[config.mk]
export PLATFORM = sky130hd
export DESIGN_NAME = rotor_period_deadband_speed_control
export DESIGN_NICKNAME = d
export VERILOG_FILES = /design/src/rtl/rpdsc_pkg.sv /design/src/rtl/rpdsc_step.sv /design/src/rtl/rotor_period_deadband_speed_control.sv
export SDC_FILE = /design/constraint.sdc
export NUM_CORES = 1
export LEC_CHECK = 0
export BUFFER_PORTS_ARGS = -buffer_cell sky130_fd_sc_hd__buf_2
export CAP_MARGIN = 30
export CORE_AREA = 2 2 193 195
export DETAILED_ROUTE_END_ITERATION = 8
export DIE_AREA = 0 0 195 197
export RECOVER_POWER = 100
export SYNTH_ARGS = -nofsm -noshare
export SYNTH_HDL_FRONTEND = slang
export SYNTH_SLANG_ARGS = --single-unit
[constraint.sdc]
create_clock -name clk_i -period 7.1 [get_ports clk_i]
set_input_delay 1.42 -clock clk_i [delete_from_list [all_inputs] [get_ports clk_i]]
set_output_delay 1.42 -clock clk_i [all_outputs]
set_load 0.01 [all_outputs]
[src/rtl/rpdsc_pkg.sv]
package rpdsc_pkg;

  // Defaults for the top-level parameters.
  localparam int unsigned COUNT_WIDTH_DEF  = 16;
  localparam int unsigned SAMPLE_WIDTH_DEF = 10;

  // Fixed field widths.
  localparam int unsigned PERIOD_W = 16;
  localparam int unsigned THRESH_W = 10;
  localparam int unsigned DUTY_W   = 7;

  // Configuration port.
  localparam int unsigned CFG_ADDR_W = 3;
  localparam int unsigned CFG_DATA_W = 16;

  localparam logic [CFG_ADDR_W-1:0] REG_IDEAL_PERIOD     = 3'd0;
  localparam logic [CFG_ADDR_W-1:0] REG_PERIOD_SLACK     = 3'd1;
  localparam logic [CFG_ADDR_W-1:0] REG_DARK_THRESHOLD   = 3'd2;
  localparam logic [CFG_ADDR_W-1:0] REG_BRIGHT_THRESHOLD = 3'd3;
  localparam logic [CFG_ADDR_W-1:0] REG_DUTY_MAX         = 3'd4;

  // Reset values.
  localparam logic [PERIOD_W-1:0] IDEAL_PERIOD_RST     = 16'd83;
  localparam logic [PERIOD_W-1:0] PERIOD_SLACK_RST     = 16'd10;
  localparam logic [THRESH_W-1:0] DARK_THRESHOLD_RST   = 10'd130;
  localparam logic [THRESH_W-1:0] BRIGHT_THRESHOLD_RST = 10'd110;
  localparam logic [DUTY_W-1:0]   DUTY_MAX_RST         = 7'd100;
  localparam logic [DUTY_W-1:0]   DUTY_RST             = 7'd100;

  // Input word opcodes.
  localparam logic OP_TICK   = 1'b0;
  localparam logic OP_SAMPLE = 1'b1;

  typedef struct packed {
    logic [PERIOD_W-1:0] ideal_period;
    logic [PERIOD_W-1:0] period_slack;
    logic [THRESH_W-1:0] dark_threshold;
    logic [THRESH_W-1:0] bright_threshold;
    logic [DUTY_W-1:0]   duty_max;
  } cfg_t;

  // Controller state apart from the tick counter.
  typedef struct packed {
    logic                armed;
    logic [DUTY_W-1:0]   duty;
    logic [PERIOD_W-1:0] last_period;
    logic                last_in_band;
  } state_t;

  typedef struct packed {
    logic [DUTY_W-1:0]   duty;
    logic [PERIOD_W-1:0] period;
    logic                period_done;
    logic                in_band;
  } res_t;

endpackage

[src/rtl/rpdsc_step.sv]
module rpdsc_step
  import rpdsc_pkg::*;
#(
  parameter int unsigned COUNT_WIDTH  = COUNT_WIDTH_DEF,
  parameter int unsigned SAMPLE_WIDTH = SAMPLE_WIDTH_DEF
) (
  input  cfg_t                    cfg_i,
  input  logic                    opcode_i,
  input  logic [SAMPLE_WIDTH-1:0] sample_i,
  input  state_t                  state_i,
  input  logic [COUNT_WIDTH-1:0]  elapsed_i,
  output state_t                  state_o,
  output logic [COUNT_WIDTH-1:0]  elapsed_o,
  output res_t                    res_o
);

  localparam int unsigned SW = (SAMPLE_WIDTH > THRESH_W) ? SAMPLE_WIDTH : THRESH_W;
  localparam int unsigned PW = (COUNT_WIDTH > PERIOD_W + 1) ? COUNT_WIDTH : PERIOD_W + 1;

  logic [SW-1:0]       sample_ext;
  logic                blocked;
  logic                done;
  logic [PW-1:0]       per_ext;
  logic [PERIOD_W:0]   upper;
  logic                lower_ok;
  logic [PERIOD_W-1:0] lower;
  logic                too_slow;
  logic                too_fast;
  logic [PERIOD_W-1:0] per_sat;
  logic [DUTY_W:0]     duty_inc;
  logic [DUTY_W-1:0]   duty_up;
  logic [DUTY_W-1:0]   duty_dec;
  logic [DUTY_W-1:0]   duty_down;

  assign sample_ext = SW'(sample_i);
  assign blocked    = (sample_ext > SW'(cfg_i.dark_threshold)) ||
                      (sample_ext < SW'(cfg_i.bright_threshold));
  assign done       = (opcode_i == OP_SAMPLE) && !blocked && state_i.armed;

  // The deadband decision sees the full count, the reported period saturates.
  assign per_ext  = PW'(elapsed_i);
  assign upper    = {1'b0, cfg_i.ideal_period} + {1'b0, cfg_i.period_slack};
  assign lower_ok = cfg_i.ideal_period >= cfg_i.period_slack;
  assign lower    = cfg_i.ideal_period - cfg_i.period_slack;
  assign too_slow = per_ext > PW'(upper);
  assign too_fast = lower_ok && (per_ext < PW'(lower));
  assign per_sat  = (per_ext > PW'({PERIOD_W{1'b1}})) ? {PERIOD_W{1'b1}}
                                                       : per_ext[PERIOD_W-1:0];

  assign duty_inc  = {1'b0, state_i.duty} + {{DUTY_W{1'b0}}, 1'b1};
  assign duty_up   = (duty_inc > {1'b0, cfg_i.duty_max}) ? cfg_i.duty_max
                                                          : duty_inc[DUTY_W-1:0];
  assign duty_dec  = (state_i.duty != '0) ? state_i.duty - {{(DUTY_W-1){1'b0}}, 1'b1}
                                          : '0;
  assign duty_down = (duty_dec > cfg_i.duty_max) ? cfg_i.duty_max : duty_dec;

  always_comb begin
    state_o   = state_i;
    elapsed_o = elapsed_i;
    if (opcode_i == OP_TICK) begin
      if (elapsed_i != '1) begin
        elapsed_o = elapsed_i + COUNT_WIDTH'(1);
      end
    end else if (blocked) begin
      state_o.armed = 1'b1;
    end else if (state_i.armed) begin
      state_o.armed        = 1'b0;
      elapsed_o            = '0;
      state_o.last_period  = per_sat;
      state_o.last_in_band = 1'b0;
      if (too_slow) begin
        state_o.duty = duty_up;
      end else if (too_fast) begin
        state_o.duty = duty_down;
      end else begin
        state_o.last_in_band = 1'b1;
      end
    end
  end

  assign res_o.duty        = state_o.duty;
  assign res_o.period      = state_o.last_period;
  assign res_o.period_done = done;
  assign res_o.in_band     = state_o.last_in_band;

endmodule

[src/rtl/rotor_period_deadband_speed_control.sv]
// Stages: an accepted word is held in the input register and moves into the result
// register when that register is empty or being drained; a stalled result holds it back.
// Throughput: one word per cycle while results drain; a stall fills the input register.
// Reset: asynchronous, active low; clears both stages, the detector, the tick
// counter, the last period and band flag, loads duty 100 and the register defaults.
module rotor_period_deadband_speed_control
  import rpdsc_pkg::*;
#(
  parameter int unsigned COUNT_WIDTH  = COUNT_WIDTH_DEF,
  parameter int unsigned SAMPLE_WIDTH = SAMPLE_WIDTH_DEF
) (
  input  logic                    clk_i,
  input  logic                    rst_ni,
  input  logic                    cfg_we_i,
  input  logic [CFG_ADDR_W-1:0]   cfg_addr_i,
  input  logic [CFG_DATA_W-1:0]   cfg_wdata_i,
  input  logic                    in_valid_i,
  output logic                    in_ready_o,
  input  logic                    opcode_i,
  input  logic [SAMPLE_WIDTH-1:0] sample_i,
  output logic                    out_valid_o,
  input  logic                    out_ready_i,
  output logic [DUTY_W-1:0]       duty_o,
  output logic [PERIOD_W-1:0]     period_o,
  output logic                    period_done_o,
  output logic                    in_band_o
);

  cfg_t                    cfg_q;
  logic                    s1_valid_q;
  logic                    s1_opcode_q;
  logic [SAMPLE_WIDTH-1:0] s1_sample_q;
  state_t                  state_q, state_d;
  logic [COUNT_WIDTH-1:0]  elapsed_q, elapsed_d;
  logic                    out_valid_q;
  res_t                    res_q, res_d;
  logic                    advance;
  logic                    load;

  // Configuration registers.
  always_ff @(posedge clk_i or negedge rst_ni) begin
    if (!rst_ni) begin
      cfg_q.ideal_period     <= IDEAL_PERIOD_RST;
      cfg_q.period_slack     <= PERIOD_SLACK_RST;
      cfg_q.dark_threshold   <= DARK_THRESHOLD_RST;
      cfg_q.bright_threshold <= BRIGHT_THRESHOLD_RST;
      cfg_q.duty_max         <= DUTY_MAX_RST;
    end else if (cfg_we_i) begin
      unique case (cfg_addr_i)
        REG_IDEAL_PERIOD:     cfg_q.ideal_period     <= cfg_wdata_i;
        REG_PERIOD_SLACK:     cfg_q.period_slack     <= cfg_wdata_i;
        REG_DARK_THRESHOLD:   cfg_q.dark_threshold   <= cfg_wdata_i[THRESH_W-1:0];
        REG_BRIGHT_THRESHOLD: cfg_q.bright_threshold <= cfg_wdata_i[THRESH_W-1:0];
        REG_DUTY_MAX:         cfg_q.duty_max         <= cfg_wdata_i[DUTY_W-1:0];
        default: ;
      endcase
    end
  end

  // The result register takes a new word when it is empty or being drained.
  assign advance    = !out_valid_q || out_ready_i;
  assign load       = s1_valid_q && advance;
  assign in_ready_o = !s1_valid_q || advance;

  always_ff @(posedge clk_i or negedge rst_ni) begin
    if (!rst_ni) begin
      s1_valid_q <= 1'b0;
    end else if (in_ready_o) begin
      s1_valid_q <= in_valid_i;
    end
  end

  always_ff @(posedge clk_i) begin
    if (in_valid_i && in_ready_o) begin
      s1_opcode_q <= opcode_i;
      s1_sample_q <= sample_i;
    end
  end

  rpdsc_step #(
    .COUNT_WIDTH  (COUNT_WIDTH),
    .SAMPLE_WIDTH (SAMPLE_WIDTH)
  ) u_step (
    .cfg_i     (cfg_q),
    .opcode_i  (s1_opcode_q),
    .sample_i  (s1_sample_q),
    .state_i   (state_q),
    .elapsed_i (elapsed_q),
    .state_o   (state_d),
    .elapsed_o (elapsed_d),
    .res_o     (res_d)
  );

  always_ff @(posedge clk_i or negedge rst_ni) begin
    if (!rst_ni) begin
      state_q.armed        <= 1'b0;
      state_q.duty         <= DUTY_RST;
      state_q.last_period  <= '0;
      state_q.last_in_band <= 1'b0;
      elapsed_q            <= '0;
    end else if (load) begin
      state_q   <= state_d;
      elapsed_q <= elapsed_d;
    end
  end

  always_ff @(posedge clk_i or negedge rst_ni) begin
    if (!rst_ni) begin
      out_valid_q <= 1'b0;
    end else if (advance) begin
      out_valid_q <= s1_valid_q;
    end
  end

  always_ff @(posedge clk_i) begin
    if (load) begin
      res_q <= res_d;
    end
  end

  assign out_valid_o   = out_valid_q;
  assign duty_o        = res_q.duty;
  assign period_o      = res_q.period;
  assign period_done_o = res_q.period_done;
  assign in_band_o     = res_q.in_band;

  // A held input word must not change while the result register is blocked.
  a_s1_hold: assert property (@(posedge clk_i) disable iff (!rst_ni)
    s1_valid_q && !advance |=> s1_valid_q && $stable(s1_opcode_q) && $stable(s1_sample_q))
    else $error("input stage changed while stalled");

  // A completed revolution restarts the counter and disarms the detector.
  a_rev_restart: assert property (@(posedge clk_i) disable iff (!rst_ni)
    load && res_d.period_done |=> elapsed_q == '0 && !state_q.armed)
    else $error("revolution did not restart the counter");

  // A pending result always matches the controller state it was taken from.
  a_res_state: assert property (@(posedge clk_i) disable iff (!rst_ni)
    out_valid_o |-> duty_o == state_q.duty && period_o == state_q.last_period &&
                    in_band_o == state_q.last_in_band)
    else $error("result word out of step with controller state");

endmodule
Word level (Yosys, flattened, before mapping)
Index checks and enable logic that the tools add are counted.

word-level totals
  output and inout bits = 27
  word-level logic and storage cells = 75
  input port bits = 35
  register bits after elaboration = 138

cells by class
  reduce and logical (&&, ||, !) cells = 21
  $add $sub $neg = 5
  eq/ne operators = 7
  mux-type cells = 16
  magnitude comparators = 8

operators by type and width
  kind                                                                   number
  16-bit two-way mux                                                     5
  24-bit two-way mux                                                     3
  7-bit two-way mux                                                      5
  16-bit by 16-bit adder with 17-bit output                              1
  16-bit by 17-bit greater-than comparator with 1-bit output             1
  16-bit by 1-bit adder with 16-bit output, second input constant        1
  16-bit greater-or-equal comparator                                     1
  16-bit greater-than comparator, second input constant                  1
  16-bit less-than comparator                                            1
  16-bit != test, second input constant                                  1
  16-bit subtractor                                                      1
  2-bit AND reduction                                                    6
  10-bit greater-than comparator                                         1
  10-bit less-than comparator                                            1
  7-bit by 1-bit adder with 8-bit output, second input constant          1
  8-bit by 7-bit greater-than comparator with 1-bit output               1
  7-bit greater-than comparator                                          1
  7-bit nonzero test                                                     1
  7-bit by 1-bit subtractor with 7-bit output, second input constant     1
  3-bit by 2-bit equality test with 1-bit output, second input constant  2
  1-bit logical AND                                                      5
  4-bit AND reduction                                                    1
  3-bit by 1-bit equality test with 1-bit output, second input constant  1
  3-bit equality test, second input constant                             1
  7 further kinds                                                        13

Longest topological paths before layout
  depth in word-level cells = 9
  gate-level depth with buffers = 21
  gate-level depth less buffers = 19

By module
Synthesis repeated with hierarchy kept, for this count alone.

second synthesis, totals
  cells, all modules = 906
  area total of the unflattened synthesis = 9593.0 µm²

modules (own cells, without submodules)
  module                               cells each  area an instance (µm²)  sequential area each (µm²)  instances
  rotor_period_deadband_speed_control  260         4949.7                  3657.3                      1
  rpdsc_step                           646         4643.2                  0.0                         1

Worst setup path after synthesis
No wires, ideal clock.

  kind = register -> register
  start = register cfg_q[28] (netlist name)
  end = register res_q, in the netlist duty_o[0], data pin
  library setup time = 256 ps
  clock period less this slack = 4217 ps
  cell stages (with the launch flop) = 18
  data required time = 6844 ps
  setup slack = 2883 ps
  buffers on the path = 0
  arrival = 3960 ps
  cells stage by stage = dfstp_2 > inv_1 > ha_1 > nor2b_1 > o211ai_1 > a21oi_1 > o41ai_1 > o21ai_0 > o41ai_1 > o21ai_0 > xnor2_1 > ha_1 > a221oi_1 > nand2_1 > a311oi_4 > o2111ai_1 > o21a_1 > o22a_1

RTL lines
  item                  RTL line                                    text
  start, declared       rotor_period_deadband_speed_control.sv:29   cfg_t cfg_q;
  end signal, assigned  rotor_period_deadband_speed_control.sv:117  res_q <= res_d;
  end, declared         rotor_period_deadband_speed_control.sv:36   res_t res_q, res_d;

==> run metrics <==
Fin. Hold Viols 0; CP endpoint kind flip-flop; CP Class flip-flop to flip-flop; Setup TNS 0 ps; P per Cell Area 347 nW/µm²; CTS buffer count 17; Post-Syn Instances 896; die area roughly 38,000 µm²; worst min-delay path category flip-flop to flip-flop; Cells on Worst Hold Path 2; Worst path max stage delay 630 ps; Req. time, crit path 7220 ps; CTS clock-pin slew for the worst setup and hold paths ~60 ps; CP startpoint kind flip-flop; GR Overflow Total 0; RSZ-0062 raised after global routing no; CTS tree yes; clock sink count 138; worst-path cell chain inv_1 > ha_1 > nor2b_1 > o211ai_1 > a21oi_1 > o41ai_1 > o21ai_0 > o41ai_1 > o21ai_0 > xnor2_1 > ha_1 > a221oi_1 > nand2_1 > a311o_1 > a21oi_1 > o22ai_1; slowest stage cell, crit path dfstp_1; Starting Density 24.8%; worst r2r path cells 16; share of cells above drive strength 1 13.5%; Reg2Reg Setup Slack approximately 2100 ps; H-tree Lvls 4; Max Cap Violations 4; Yosys top cell area share 23.1%; Yosys cell types 71; nets around 1,100; Post-CTS Resized 0; hpwl dp between 15,000 and 20,000 µm; Final setup violation count 0; initial DRC count 432; vias per inst 4.57; total I/O pin count 62; fmax approximately 200 MHz; Slew @ Worst Pin 2880 ps; initial antenna violation count 4; chip height 197 µm; via total after detailed routing 6,541; Filler cells 3,856; Worst-Skew Late Latency 430 ps; first-pass GRT wire length 35,100 µm; status complete, but fails checks; vias in the first global route 6,506; Primary FF master, synth dfrtp_1; syn nets 1,033; Final min period 5010 ps; violated checks max-capacitance violations, max-slew violations; Max clock buf depth 2; DRC Markers 0; register area 3660 µm²; area delta synth->final 14.6%; HP Start state_q[5]; Routed Antenna Nets 0; Final GP Congestion between 0.8 and 0.9; max-slew violations 131; crit path max fanout 7; pin count of the biggest net entering global routing 55; fin crit share between 70% and 80%; FF+latch count, synth 138; EDFF count, synth 36; leakage power 4.51 nW; FF-to-FF End duty_o[6]; CTS hold repair buffers 0; asr flop ratio synth 73.9%; Critical Path AT between 5000 and 6000 ps; Root Driver clkbuf_16; synth warn 0; port buffer count 61; CORE AREA between 30,000 and 40,000 µm²; Slew headroom -92.0%; WHS Endpoint state_q[5]; most common cell after layout, fill and taps aside nand2_1; Total Wirelength 21,200 µm; Rows 70; most frequent cells in the layout 105 x nand2_1, 100 x ha_1, 83 x dfrtp_1; top post-synthesis cells by area dfrtp_1 23%, ha_1 14%, edfxtp_1 12%; area of the mapped netlist 8980 µm²; Mean Syn Cell Area 10.0 µm²; average wire per standard cell 14.8 µm; Multi-input gate area 4930 µm²; Setup WS pre-CTS 2280 ps; worst r2r src cfg_q[28]; DRT Pass-1 Iters 5; GR Util All Layers 11.6%; Peak VDD IR 0.207 mV; Post-CTS Setup Inserts 0; PnR worst setup slack about 2100 ps; Clock Skews 13.9 ps; dominant cell type by area after synthesis dfrtp_1; Die X 195 µm; sequential fraction of the synthesis area 40.7%
metrics by stage:
stage | power [mW] | area [µm²] | hold slack (ps) | cells | utilization [%]
6_report | 3.57 | 10300 | 470 | 1430 | 28.4
5_1_grt | 3.87 | 10300 | 492 | 1429 | 28.4
4_1_cts | 3.61 | 10400 | 471 | 1429 | 28.6
3_5_place_dp | 2.73 | 9800 | 457 | 1397 | 27.0
3_3_place_gp | 2.70 | 9790 | 452 | 1396 | 27.0
2_1_floorplan | 2.34 | 8980 | 440 | 896 | -
cells in the mapped netlist, types with 3 or more instances:
cell / number
nor4_1: 6
nor2_1: 46
ha_1: 100
o21bai_1: 8
nand2_1: 105
xor2_1: 13
dfstp_2: 19
buf_2: 10
nor2b_1: 14
a21o_1: 14
clkbuf_1: 22
nand3_1: 14
nand2b_1: 12
nand4_1: 18
a211oi_1: 9
nor3_1: 19
o22a_1: 10
o41ai_1: 4
and3_1: 10
o21ai_0: 56
xnor2_1: 36
edfxtp_1: 36
mux2i_1: 6
a21oi_1: 33
dfrtp_1: 83
nor3b_1: 3
o211ai_1: 6
a31oi_1: 5
inv_1: 64
o21a_1: 11
mux2_2: 50
layout make-up:
| class | count | share of cell area [%] |
|---|---|---|
| Clock buffer | 25 | 4.93 |
| Tap cell | 468 | 5.69 |
| Timing Repair Buffer | 69 | 2.92 |
| Antenna cell | 1 | 0.0243 |
| Clock inverter | 7 | 0.620 |
| Inverter | 65 | 2.37 |
| Multi-Input combinational cell | 657 | 47.9 |
| Sequential cell | 138 | 35.5 |
worst max path at each step:
stage | startpoint | end | slack, ps | depth (start not counted)
6_report | cfg_q[28] | duty_o[6] | 2090 | 16
5_1_grt | cfg_q[28] | duty_o[6] | 1710 | 16
4_1_cts | cfg_q[28] | duty_o[0] | 2230 | 17
3_5_place_dp | cfg_q[28] | duty_o[0] | 2280 | 17
3_3_place_gp | cfg_q[28] | duty_o[3] | 2370 | 18
2_1_floorplan | cfg_q[28] | duty_o[0] | 2880 | 17
worst max-delay path: cells and delay by family (launching register included):
family | cells | cell delay [ps]
xor gates and xnor gates | 1 | 160
DFF | 1 | 630
adders and majority gates | 2 | 620
AOI/OAI and AO/OA | 10 | 2880
buffers and inverters | 1 | 100
and+or+nand+nor | 2 | 300
routing by layer:
| metal | routed length (µm) | global-route usage [%] | vias to the layer above |
|---|---|---|---|
| li1 | - | - | 3298 |
| met1 | 10900 | 16.5 | 3110 |
| met2 | 9090 | 17.4 | 107 |
| met3 | 948 | 2.72 | 20 |
| met4 | 257 | 3.39 | 6 |
| met5 | 34 | 0 | - |
cell families (layout without fill, tap and decap cells):
kind of cell | count (synthesis) | count (layout) | synth area share (%)
muxes | 56 | 56 | 6.94
adders and majority gates | 102 | 102 | 14.4
other | 0 | 1 | 0
AOI/OAI and AO/OA | 184 | 184 | 14.1
DFF | 138 | 138 | 40.7
buffers and inverters | 101 | 166 | 4.54
xor gates and xnor gates | 49 | 49 | 4.78
and+or+nand+nor | 266 | 266 | 14.5
flip-flops by register name (all words and copies together) (netlist names):
name and cells:
duty_o 7, s1_valid_q 1, period_done_o 1, s1_opcode_q 1, elapsed_q 16, period_o 16
cfg_q 59, in_band_o 1, out_valid_o 1, state_q 25, s1_sample_q 10
where the power goes:
| group | leakage, nW | internal (mW) | switching [mW] |
|---|---|---|---|
| Combinational | 2.62 | 0.693 | 0.899 |
| Sequential | 1.61 | 0.990 | 0.136 |
| Clock | 0.286 | 0.528 | 0.328 |
| Total | 4.51 | 2.21 | 1.36 |
No activity file was read; power rests on OpenSTA's default activity.
